<file path="src/rtl/stve_pkg.sv">
// ---------------------------------------------------------------------------
// stve_pkg: shared types and constants of the vendor string extractor
// Result codes, configuration register indexes, header constants and the
// records passed between the front parser and the result queue.
// ---------------------------------------------------------------------------
`default_nettype none

package stve_pkg;

  // result kinds
  localparam logic [2:0] K_CHAR          = 3'd0;
  localparam logic [2:0] K_NOT_SPECIFIED = 3'd1;
  localparam logic [2:0] K_END_TYPE      = 3'd2;
  localparam logic [2:0] K_SHORT_HEADER  = 3'd3;
  localparam logic [2:0] K_OVERRUN       = 3'd4;
  localparam logic [2:0] K_LIMIT         = 3'd5;

  // configuration register indexes
  localparam int CFG_INDEX_W = 8;
  localparam int CFG_DATA_W  = 32;
  localparam logic [CFG_INDEX_W-1:0] CFG_TABLE_LENGTH    = 8'd0;
  localparam logic [CFG_INDEX_W-1:0] CFG_STRUCTURE_LIMIT = 8'd1;
  localparam logic [CFG_INDEX_W-1:0] CFG_STOP_AT_FIRST   = 8'd2;

  // structure table constants
  localparam logic [7:0] END_TYPE             = 8'd127;
  localparam logic [7:0] BIOS_INFO_MIN_LENGTH = 8'd18;
  localparam logic [7:0] VENDOR_OFFSET        = 8'h04;
  localparam logic [7:0] HEADER_BYTES         = 8'd4;

  // default depth of the result queue
  localparam int STVE_QUEUE_DEPTH = 4;

  // configuration register set
  typedef struct packed {
    logic [31:0] table_length;
    logic [15:0] structure_limit;
    logic        stop_at_first_vendor;
  } cfg_t;

  // one result record
  typedef struct packed {
    logic [2:0] kind;
    logic [7:0] vendor_char;
    logic       last;
  } result_t;

endpackage

`default_nettype wire

</file>
<file path="src/rtl/stve_parser.sv">
// ---------------------------------------------------------------------------
// stve_parser: front part of the extractor
// Accepts table bytes, walks the structure headers, formatted areas and
// string sets, and pushes at most one result record per byte.
// ---------------------------------------------------------------------------
`default_nettype none

module stve_parser (
  input  wire                   clk,
  input  wire                   rst,
  input  wire                   take,
  input  wire  [7:0]            table_byte,
  input  wire                   restart,
  input  stve_pkg::cfg_t        cfg,
  output logic                  push,
  output stve_pkg::result_t     res
);
  import stve_pkg::*;

  // parse phases
  localparam logic [1:0] PH_HEADER    = 2'd0;
  localparam logic [1:0] PH_FORMATTED = 2'd1;
  localparam logic [1:0] PH_STR_FIRST = 2'd2;
  localparam logic [1:0] PH_STRINGS   = 2'd3;

  logic [31:0] byte_position, byte_position_next;
  logic [1:0]  parse_phase, parse_phase_next;
  logic [7:0]  bytes_into_structure, bytes_into_structure_next;
  logic [7:0]  structure_type, structure_type_next;
  logic [7:0]  formatted_length, formatted_length_next;
  logic [7:0]  wanted_string_number, wanted_string_number_next;
  logic [7:0]  current_string_number, current_string_number_next;
  logic [15:0] structures_seen, structures_seen_next;
  logic        previous_was_null, previous_was_null_next;
  logic        walk_finished, walk_finished_next;

  // state as seen by this byte, after an optional restart
  logic [31:0] c_pos;
  logic [1:0]  c_phase;
  logic [7:0]  c_bis;
  logic [7:0]  c_type;
  logic [7:0]  c_flen;
  logic [7:0]  c_wanted;
  logic [7:0]  c_cur;
  logic [15:0] c_seen;
  logic        c_prev;
  logic        c_fin;

  logic [7:0]  bis_inc;
  logic        near_end;
  logic        past_end;
  logic        match;

  always_comb begin
    c_pos    = restart ? '0 : byte_position;
    c_phase  = restart ? PH_HEADER : parse_phase;
    c_bis    = restart ? '0 : bytes_into_structure;
    c_type   = restart ? '0 : structure_type;
    c_flen   = restart ? '0 : formatted_length;
    c_wanted = restart ? '0 : wanted_string_number;
    c_cur    = restart ? '0 : current_string_number;
    c_seen   = restart ? '0 : structures_seen;
    c_prev   = restart ? 1'b0 : previous_was_null;
    c_fin    = restart ? 1'b0 : walk_finished;
  end

  assign bis_inc  = c_bis + 8'd1;
  assign near_end = ({1'b0, c_pos} + 33'd4) >= {1'b0, cfg.table_length};
  assign past_end = c_pos >= cfg.table_length;
  assign match    = (c_wanted != 8'd0) && (c_cur == c_wanted);

  // next-state and result logic
  always_comb begin
    byte_position_next         = byte_position;
    parse_phase_next           = parse_phase;
    bytes_into_structure_next  = bytes_into_structure;
    structure_type_next        = structure_type;
    formatted_length_next      = formatted_length;
    wanted_string_number_next  = wanted_string_number;
    current_string_number_next = current_string_number;
    structures_seen_next       = structures_seen;
    previous_was_null_next     = previous_was_null;
    walk_finished_next         = walk_finished;
    push                       = 1'b0;
    res                        = '0;

    if (take) begin
      byte_position_next         = c_pos;
      parse_phase_next           = c_phase;
      bytes_into_structure_next  = c_bis;
      structure_type_next        = c_type;
      formatted_length_next      = c_flen;
      wanted_string_number_next  = c_wanted;
      current_string_number_next = c_cur;
      structures_seen_next       = c_seen;
      previous_was_null_next     = c_prev;
      walk_finished_next         = c_fin;

      if (!c_fin) begin
        if (c_pos != '1) begin
          byte_position_next = c_pos + 32'd1;
        end

        if (c_phase == PH_HEADER) begin
          if (c_bis == 8'd0) begin
            // structure start: limit and remaining-length check
            if ((c_seen >= cfg.structure_limit) || near_end) begin
              walk_finished_next = 1'b1;
              push = 1'b1;
              res = '{kind: K_LIMIT, vendor_char: 8'd0, last: 1'b1};
            end else begin
              structures_seen_next      = c_seen + 16'd1;
              structure_type_next       = table_byte;
              wanted_string_number_next = 8'd0;
              bytes_into_structure_next = 8'd1;
            end
          end else if (c_bis == 8'd1) begin
            // length byte
            formatted_length_next     = table_byte;
            bytes_into_structure_next = 8'd2;
            if (table_byte < HEADER_BYTES) begin
              walk_finished_next = 1'b1;
              push = 1'b1;
              res = '{kind: K_SHORT_HEADER, vendor_char: 8'd0, last: 1'b1};
            end else if (c_type == END_TYPE) begin
              walk_finished_next = 1'b1;
              push = 1'b1;
              res = '{kind: K_END_TYPE, vendor_char: 8'd0, last: 1'b1};
            end
          end else begin
            // handle bytes
            bytes_into_structure_next = bis_inc;
            if (bis_inc >= HEADER_BYTES) begin
              if (c_flen <= HEADER_BYTES) begin
                parse_phase_next           = PH_STR_FIRST;
                current_string_number_next = 8'd1;
                previous_was_null_next     = 1'b0;
              end else begin
                parse_phase_next = PH_FORMATTED;
              end
            end
          end
        end else if (past_end) begin
          walk_finished_next = 1'b1;
          push = 1'b1;
          res = '{kind: K_OVERRUN, vendor_char: 8'd0, last: 1'b1};
        end else begin
          unique case (c_phase)
            PH_FORMATTED: begin
              bytes_into_structure_next = bis_inc;
              if (bis_inc >= c_flen) begin
                parse_phase_next           = PH_STR_FIRST;
                current_string_number_next = 8'd1;
                previous_was_null_next     = 1'b0;
              end
              // vendor string index of a BIOS-information structure
              if ((c_bis == VENDOR_OFFSET) && (c_type == 8'd0) &&
                  (c_flen >= BIOS_INFO_MIN_LENGTH)) begin
                if (table_byte == 8'd0) begin
                  wanted_string_number_next = 8'd0;
                  if (cfg.stop_at_first_vendor) walk_finished_next = 1'b1;
                  push = 1'b1;
                  res = '{kind: K_NOT_SPECIFIED, vendor_char: 8'd0, last: 1'b1};
                end else begin
                  wanted_string_number_next = table_byte;
                end
              end
            end
            PH_STR_FIRST: begin
              parse_phase_next = PH_STRINGS;
              if (table_byte == 8'd0) begin
                previous_was_null_next = 1'b1;
              end else begin
                previous_was_null_next = 1'b0;
                if (c_wanted == 8'd1) begin
                  push = 1'b1;
                  res = '{kind: K_CHAR, vendor_char: table_byte, last: 1'b0};
                end
              end
            end
            PH_STRINGS: begin
              if ((table_byte == 8'd0) && c_prev) begin
                // double null ends the string set
                parse_phase_next          = PH_HEADER;
                bytes_into_structure_next = 8'd0;
                if (c_wanted != 8'd0) begin
                  wanted_string_number_next = 8'd0;
                  if (cfg.stop_at_first_vendor) walk_finished_next = 1'b1;
                  push = 1'b1;
                  res = '{kind: K_NOT_SPECIFIED, vendor_char: 8'd0, last: 1'b1};
                end
              end else if (table_byte == 8'd0) begin
                // end of one string
                previous_was_null_next = 1'b1;
                if (c_cur != 8'hFF) current_string_number_next = c_cur + 8'd1;
                if (match) begin
                  wanted_string_number_next = 8'd0;
                  if (cfg.stop_at_first_vendor) walk_finished_next = 1'b1;
                  push = 1'b1;
                  res = '{kind: K_CHAR, vendor_char: 8'd0, last: 1'b1};
                end
              end else begin
                previous_was_null_next = 1'b0;
                if (match) begin
                  push = 1'b1;
                  res = '{kind: K_CHAR, vendor_char: table_byte, last: 1'b0};
                end
              end
            end
            default: begin
              parse_phase_next          = PH_HEADER;
              bytes_into_structure_next = 8'd0;
            end
          endcase
        end
      end
    end
  end

  // parse state registers
  always_ff @(posedge clk) begin
    if (rst) begin
      byte_position         <= '0;
      parse_phase           <= PH_HEADER;
      bytes_into_structure  <= '0;
      structure_type        <= '0;
      formatted_length      <= '0;
      wanted_string_number  <= '0;
      current_string_number <= '0;
      structures_seen       <= '0;
      previous_was_null     <= 1'b0;
      walk_finished         <= 1'b0;
    end else begin
      byte_position         <= byte_position_next;
      parse_phase           <= parse_phase_next;
      bytes_into_structure  <= bytes_into_structure_next;
      structure_type        <= structure_type_next;
      formatted_length      <= formatted_length_next;
      wanted_string_number  <= wanted_string_number_next;
      current_string_number <= current_string_number_next;
      structures_seen       <= structures_seen_next;
      previous_was_null     <= previous_was_null_next;
      walk_finished         <= walk_finished_next;
    end
  end

endmodule

`default_nettype wire

</file>
<file path="src/rtl/stve_queue.sv">
// ---------------------------------------------------------------------------
// stve_queue: back part of the extractor
// Small flip-flop queue of result records that decouples the parser from
// the output handshake and presents the oldest record on the output.
// ---------------------------------------------------------------------------
`default_nettype none

module stve_queue #(
  parameter int DEPTH = stve_pkg::STVE_QUEUE_DEPTH
) (
  input  wire                   clk,
  input  wire                   rst,
  input  wire                   push,
  input  stve_pkg::result_t     push_data,
  output logic                  full,
  output logic                  out_valid,
  input  wire                   out_ready,
  output stve_pkg::result_t     out_data
);
  import stve_pkg::*;

  localparam int PTR_W = (DEPTH > 1) ? $clog2(DEPTH) : 1;
  localparam int CNT_W = $clog2(DEPTH + 1);
  localparam logic [PTR_W-1:0] LAST_PTR = PTR_W'(DEPTH - 1);
  localparam logic [CNT_W-1:0] FULL_CNT = CNT_W'(DEPTH);

  result_t          entries [DEPTH];
  logic [PTR_W-1:0] wr_ptr;
  logic [PTR_W-1:0] rd_ptr;
  logic [CNT_W-1:0] count;
  logic             pop;
  logic             do_push;

  assign full      = (count == FULL_CNT);
  assign out_valid = (count != '0);
  assign out_data  = entries[rd_ptr];
  assign pop       = out_valid && out_ready;
  assign do_push   = push && !full;

  // storage
  always_ff @(posedge clk) begin
    if (do_push) begin
      entries[wr_ptr] <= push_data;
    end
  end

  // pointers and fill count
  always_ff @(posedge clk) begin
    if (rst) begin
      wr_ptr <= '0;
      rd_ptr <= '0;
      count  <= '0;
    end else begin
      if (do_push) begin
        wr_ptr <= (wr_ptr == LAST_PTR) ? '0 : wr_ptr + PTR_W'(1);
      end
      if (pop) begin
        rd_ptr <= (rd_ptr == LAST_PTR) ? '0 : rd_ptr + PTR_W'(1);
      end
      if (do_push && !pop) begin
        count <= count + CNT_W'(1);
      end else if (pop && !do_push) begin
        count <= count - CNT_W'(1);
      end
    end
  end

endmodule

`default_nettype wire

</file>
<file path="src/rtl/smbios_table_vendor_extractor.sv">
// ---------------------------------------------------------------------------
// smbios_table_vendor_extractor: structure table walker, vendor string out
// A result enters the result queue in the cycle after the byte that causes it.
// One table byte is taken per cycle while in_ready is high; in_ready falls only while the
// result queue is full, which the output side sets by taking results.
// Reset clears the parse state, empties the queue and returns the
// registers to table_length 0, structure_limit 65535, stop flag 0.
// ---------------------------------------------------------------------------
`default_nettype none

module smbios_table_vendor_extractor #(
  parameter int QUEUE_DEPTH = stve_pkg::STVE_QUEUE_DEPTH
) (
  input  wire                               clk,
  input  wire                               rst,
  // table byte requests
  input  wire                               in_valid,
  output logic                              in_ready,
  input  wire  [7:0]                        table_byte,
  input  wire                               restart,
  // result requests
  output logic                              out_valid,
  input  wire                               out_ready,
  output logic [2:0]                        kind,
  output logic [7:0]                        vendor_char,
  output logic                              last,
  // configuration writes
  input  wire                               cfg_valid,
  output logic                              cfg_ready,
  input  wire  [stve_pkg::CFG_INDEX_W-1:0]  cfg_index,
  input  wire  [stve_pkg::CFG_DATA_W-1:0]   cfg_data
);
  import stve_pkg::*;

  cfg_t    cfg;
  logic    take;
  logic    push;
  logic    full;
  result_t push_data;
  result_t out_data;

  assign cfg_ready = 1'b1;
  assign in_ready  = !full;
  assign take      = in_valid && in_ready;

  // configuration registers
  always_ff @(posedge clk) begin
    if (rst) begin
      cfg.table_length         <= '0;
      cfg.structure_limit      <= 16'hFFFF;
      cfg.stop_at_first_vendor <= 1'b0;
    end else if (cfg_valid && cfg_ready) begin
      case (cfg_index)
        CFG_TABLE_LENGTH:    cfg.table_length         <= cfg_data[31:0];
        CFG_STRUCTURE_LIMIT: cfg.structure_limit      <= cfg_data[15:0];
        CFG_STOP_AT_FIRST:   cfg.stop_at_first_vendor <= cfg_data[0];
        default: ;
      endcase
    end
  end

  stve_parser u_parser (
    .clk        (clk),
    .rst        (rst),
    .take       (take),
    .table_byte (table_byte),
    .restart    (restart),
    .cfg        (cfg),
    .push       (push),
    .res        (push_data)
  );

  stve_queue #(
    .DEPTH (QUEUE_DEPTH)
  ) u_queue (
    .clk       (clk),
    .rst       (rst),
    .push      (push),
    .push_data (push_data),
    .full      (full),
    .out_valid (out_valid),
    .out_ready (out_ready),
    .out_data  (out_data)
  );

  assign kind        = out_data.kind;
  assign vendor_char = out_data.vendor_char;
  assign last        = out_data.last;

endmodule

`default_nettype wire
</file>
<file path="config.mk">
export PLATFORM = sky130hd
export DESIGN_NAME = smbios_table_vendor_extractor
export DESIGN_NICKNAME = d
export VERILOG_FILES = /design/src/rtl/stve_pkg.sv /design/src/rtl/stve_parser.sv /design/src/rtl/stve_queue.sv /design/src/rtl/smbios_table_vendor_extractor.sv
export SDC_FILE = /design/constraint.sdc
export NUM_CORES = 1
export LEC_CHECK = 0
export ABC_AREA = 1
export ABC_CLOCK_PERIOD_IN_PS = 11950
export CAP_MARGIN = 20
export CORE_ASPECT_RATIO = 0.6
export CORE_MARGIN = 2
export CORE_UTILIZATION = 55
export CTS_BUF_LIST = sky130_fd_sc_hd__clkbuf_4 sky130_fd_sc_hd__clkbuf_8
export CTS_CLUSTER_DIAMETER = 200
export DETAILED_ROUTE_END_ITERATION = 7
export DONT_BUFFER_PORTS = 1
export GPL_ROUTABILITY_DRIVEN = 1
export PLACE_DENSITY = 0.81
export SLEW_MARGIN = 10
export SYNTH_ARGS = -nofsm -noshare
export SYNTH_HDL_FRONTEND = slang
export SYNTH_SLANG_ARGS = --single-unit
export TNS_END_PERCENT = 20
</file>
<file path="constraint.sdc">
create_clock -name clk -period 11.95 [get_ports clk]
set_input_delay 0.5975 -clock clk [delete_from_list [all_inputs] [get_ports clk]]
set_output_delay 0.5975 -clock clk [all_outputs]
set_load 0.1 [all_outputs]
</file>
**Word-level counts from Yosys, hierarchy flattened**

Memories as Yosys holds them, arrays and structs flattened. A register that Yosys moved wholly into a read port is not among the register bits.
Cells that the tools add are included.

- Word-level logic and storage cells: 204
- Memory bits (writable): 48
- Bits in registers: 148
- Input port bits: 54
- Memories: 1
- Output and inout port bits: 15

- Eq/ne operators: 15
- Multiplexer cells: 131
- Reductions and logical operators: 24
- $lt $le $gt $ge: 8
- $add $sub $neg: 9

Memories:

| name | depth | width | rd ports | clocked after Yosys merged registers in | wr ports | RTL line | RTL |
|---|---|---|---|---|---|---|---|
| u_queue.entries | 4 | 12 | 1 | 1 | 1 | stve_queue.sv:27 | `result_t entries [DEPTH];` |

Operators with widths:

| operator | count |
|---|---|
| $mux 8 | 42 |
| $mux 12 | 12 |
| $mux 32 | 3 |
| $mux 16 | 5 |
| $mux 1 | 40 |
| $pmux 12 s3 | 1 |
| $add 32x3->33 const B | 1 |
| $ge 33x32->1 | 1 |
| $add 32x1->32 const B | 1 |
| $ge 32x32->1 | 1 |
| $logic_not 8->1 | 4 |
| $ne 32x32->1 const B | 1 |
| $pmux 8 s2 | 2 |
| $mux 2 | 14 |
| $eq 8x1->1 const B | 3 |
| $pmux 8 s3 | 1 |
| $mux 10 | 2 |
| $mux 9 | 2 |
| $add 16x1->16 const B | 1 |
| $add 8x1->8 const B | 2 |
| $ge 16x16->1 | 1 |
| $mux 11 | 1 |
| $logic_and 1x1->1 | 9 |
| $eq 2x2->1 const B | 4 |
| other kinds (26) | 33 |

**Logic depth before layout (Yosys ltp)**

- Depth after elaboration: 15
- Gate-level depth with buffers: 37
- Mapped depth without buffers: 36

**Hierarchy**

A second synthesis with hierarchy kept.

- Cell total of the unflattened synthesis: 2196
- Area total of the unflattened synthesis: 14510.2 um^2

Modules (own cells, without submodules):

| module | seq. area each (um^2) | area each (um^2) | times used | cells an instance |
|---|---|---|---|---|
| stve_parser | 1841.8 | 10082.2 | 1 | 1706 |
| stve_queue | 1621.6 | 2289.7 | 1 | 186 |
| smbios_table_vendor_extractor | 980.9 | 2138.3 | 1 | 304 |

**Least setup slack after synthesis**

No wires, ideal clock.

- Kind: input-to-reg
- Start: input restart
- End: register u_queue.count[1]
- Data required time: 11.830 ns
- Slack: 7.364 ns
- Stages: 28
- Arrival time: 4.465 ns
- Buffers on the path: 3
- Setup time: 0.120 ns
- Path through: buf_6 -> buf_6 -> buf_6 -> nor2_1 -> inv_1 -> nor3_2 -> inv_1 -> nor3_1 -> nand2_1 -> xor2_1 -> ha_1 -> nand2_1 -> nor2_1 -> nand2_1 -> nor2_1 -> a21oi_1 -> nand2_2 -> a21oi_4 -> nand2_4 -> a21oi_2 -> nand2_2 -> nand2_1 -> inv_1 -> ha_1 -> inv_1 -> fa_1 -> o21ai_0 -> a21oi_1

- Longest elaborated chain between the ends: 14

RTL lines:

| element | RTL line | RTL |
|---|---|---|
| start, declared | smbios_table_vendor_extractor.sv:20 | `input wire restart,` |
| branches (longest 8 deep; another with $add 32x3->33) | n/a |  |
| $mux 1 (*) | stve_parser.sv:99 | `if (!c_fin) begin` |
| $mux 1 (*) | stve_parser.sv:87 | `if (take) begin` |
| $logic_and 1x1->1 (*) | stve_queue.sv:38 | `assign do_push = push && !full;` |
| net u_queue.do_push | stve_queue.sv:32 | `logic do_push;` |
| $logic_not 1->1 | stve_queue.sv:62 | `end else if (pop && !do_push) begin` |
| $logic_and 1x1->1 | stve_queue.sv:62 |  |
| $reduce_bool 2->1 (no source line) | n/a |  |
| end signal, assigned | stve_queue.sv:61 | `count <= count + CNT_W'(1);` |
| end signal, assigned | stve_queue.sv:63 | `count <= count - CNT_W'(1);` |
| end, declared | stve_queue.sv:30 | `logic [CNT_W-1:0] count;` |

Mark *: on every way through the listed nets, which the timed path passes.
A chain may end at the register's enable or synchronous reset.

**Worst setup path in the final report**

Ends and elaborated chain as after synthesis.

==> metrics.yaml <==
final_layout:
  layout_common_cells: "376 x nand2_1, 289 x inv_1, 271 x nor2_1"
  n_antenna_cell: 0
  drive_gt1_share_pct: 7.50
  final_common_cell: "nand2_1"
  nNetsFinal: 2166
  syn_to_final_growth_pct: 4.98
global_route:
  overflow: 0
  grt_max_degree: 74
  antenna_found_initial: 0
  grt_pass1_wl_mm: 67.9
  grt_pass1_vias: 12200
  grt_use_total_pct: 32.7
die:
  row_count: 45
  die_h_um: 128
  io_pins: 69
  start_util_pct: 55.7
  coreArea_um2: 25100
  chipWidth_um: 210
  die_area_um2: 26800
worst_setup_path:
  rr_worst_depth: 25
  startpoint_type: "input port"
  cp-endpoint: "u_queue.count[1]"
  timing.rr.end: "u_queue.count[1]"
  cp-end-kind: "flop"
  cp_data_arrival_time_ns: 5.86
  cp.required_ns: 12.37
  path_class: "input port to flop"
  r2r-start: "u_parser.byte_position[17]"
  critPathLaunch: "restart"
  crit_fanout: 63
  reg2reg_setup_slack_ns: 6.68
timing:
  slew_viol_final: 0
  fin_hold_ws_ns: 0.129
  fin_crit_sh_pct: 45.5
  final_hold_viol_count: 0
  tightest_slew_ns: 1.19
  period_needed_ns: 5.44
  slew_headroom_pct: 20.7
  finalSetupTns_ns: 0
  skew_ns: 0.0286
  grt_setup_unrepaired: "false"
  fmax_mhz: 184
  setup_viol: 0
cts:
  cts_tree: "built"
  cts_made_buffers: 17
  cts_resized: 0
  clk_latency_ns: 0.54
  root_buffer: "clkbuf_8"
  cts_setup_buffers: 0
  clockBufferDepth: 2
  holdBufCountCts: 0
  clk_pin_slew_worst_paths_ns: 0.11
  htree_levels: 4
  clock_sinks: 198
min_path:
  hp-class: "input port to flop"
  hold_depth: 1
  hp-start: "rst"
pwr:
  vdd_drop_max_v: 0.000141
  power_density_nw_per_um2: 128
  leakagePower_nw: 6.33
synthesis:
  syn-cell-area_um2: 14000
  synth_nets: 2204
  async_flop_share_pct: 0
  ys_warn_count: 0
  synth_flop_cell: "dfxtp_1"
  syn_area_per_cell_um2: 6.82
  ys_ff_latch: 198
  synthCells: 2052
  synth_cell_types: 60
  ys_seq_area_share_pct: 31.8
  synth_edf_count: 48
status:
  status: "finished, final reports clean"
run:
  max_cap_violations: 0
drt:
  wl_per_cell_um: 18.6
  drcViolationCount: 0
  vias_per_cell: 5.93
  vias: 14000
  route.antenna.remaining_nets: 0
  detail_route.iter0.violations: 2035
  finalWirelength_mm: 43.8
  dr.pass1.iters: 6
placement:
  gp_congestion: 1.04
  dp_hpwl_mm: 33.1
  portBuffers: 0
[per-layer routing]
metal  share of wire, %  GRT usage, %
met5                  0             0
met4               0.84          4.71
met2                 39          44.2
met1                 48          51.0
met3                 13          9.98
[power breakdown]
part,switching [mW],internal [mW],total [mW]
clock,0.306,0.185,0.490
sequential,0.0334,0.738,0.772
combinational,0.505,0.117,0.622
total,0.844,1.04,1.88
[metrics by stage]
step	cells	area, µm²	total power, mW	setup WS, ns	utilization (%)
6_report	2356	14700	1.88	6.51	58.5
4_1_cts	2352	14700	1.87	6.72	58.4
2_1_floorplan	2052	14000	1.26	7.36	-
3_3_place_gp	2320	14200	1.38	6.29	56.6
3_5_place_dp	2320	14200	1.39	6.15	56.6
5_1_grt	2356	14700	1.96	6.23	58.5
[state kept, by name (all words and copies together) (netlist names), 2 cells and up, named ones only]
signal,count
cfg,49
u_queue.rd_ptr,2
u_queue.entries,48
u_queue.wr_ptr,2
u_parser.parse_phase,2
u_parser.structures_seen,16
u_parser.formatted_length,8
u_parser.structure_type,8
u_parser.wanted_string_number,8
u_parser.bytes_into_structure,8
u_queue.count,3
u_parser.byte_position,32
u_parser.current_string_number,8
[Yosys cell counts, types with 10 or more instances]
| library cell | count | share of area [%] |
|---|---|---|
| a211oi_1 | 18 | 0.97 |
| a21oi_1 | 130 | 4.7 |
| clkbuf_1 | 55 | 1.5 |
| dfxtp_1 | 150 | 21 |
| edfxtp_1 | 48 | 10 |
| ha_1 | 97 | 8.7 |
| inv_1 | 290 | 7.8 |
| inv_2 | 17 | 0.46 |
| nand2_1 | 376 | 10 |
| nand2_2 | 15 | 0.67 |
| nand3_1 | 104 | 3.7 |
| nand4_1 | 47 | 2.1 |
| nor2_1 | 271 | 7.3 |
| nor2_2 | 19 | 0.85 |
| nor3_1 | 73 | 2.6 |
| nor4_1 | 10 | 0.45 |
| o211ai_1 | 41 | 2.2 |
| o21ai_0 | 135 | 4.8 |
| o21ai_1 | 18 | 0.64 |
| o22ai_1 | 16 | 0.72 |
| xnor2_1 | 11 | 0.69 |
| xor2_1 | 20 | 1.3 |
[worst max-delay path, stage by stage]
cell     delay, ns
inv_4         0.44
nand2_2       0.26
nor2_1        0.22
inv_1         0.09
nor3_2        0.19
inv_1         0.11
nor3_1        0.63
nand2_1       0.22
xnor2_1       0.18
ha_1          0.27
nand2_1       0.06
nor2_1        0.05
nand2_1       0.10
nor2_1        0.06
a21oi_1       0.18
nand2_2       0.11
a21oi_4       0.32
nand2_4       0.10
a21oi_2       0.21
nand2_2       0.14
nand2_1       0.20
inv_1         0.13
ha_1          0.21
inv_1         0.10
fa_1          0.41
o21ai_0       0.15
a21oi_1       0.05
[logic make-up after synthesis]
logic type	share of synthesized area (%)
xor+xnor	1.94
compound gates	15.4
simple gates	31.1
buf+inv	10.9
flops	31.8
fa+ha+maj	8.82
other cells	0.0268
[worst min path at each step]
stage / slack (ns) / to
after floorplan: 0.44 / u_parser.byte_position[0]
after global placement: 0.45 / u_parser.current_string_number[2]
after detailed placement: 0.45 / u_parser.byte_position[19]
after CTS: 0.1 / u_parser.byte_position[19]
after global routing: 0.10 / u_parser.wanted_string_number[2]
final: 0.13 / u_parser.byte_position[17]
[layout make-up]
cell class,instances,area (µm²)
clock buffer,17,234
fill,2381,10400
tap,329,412
sequential,198,4440
inverter,310,1170
clock inverter,15,205
timing repair buffer,17,128
multi-input combinational,1470,8090
No activity file was read; power rests on OpenSTA's default activity.
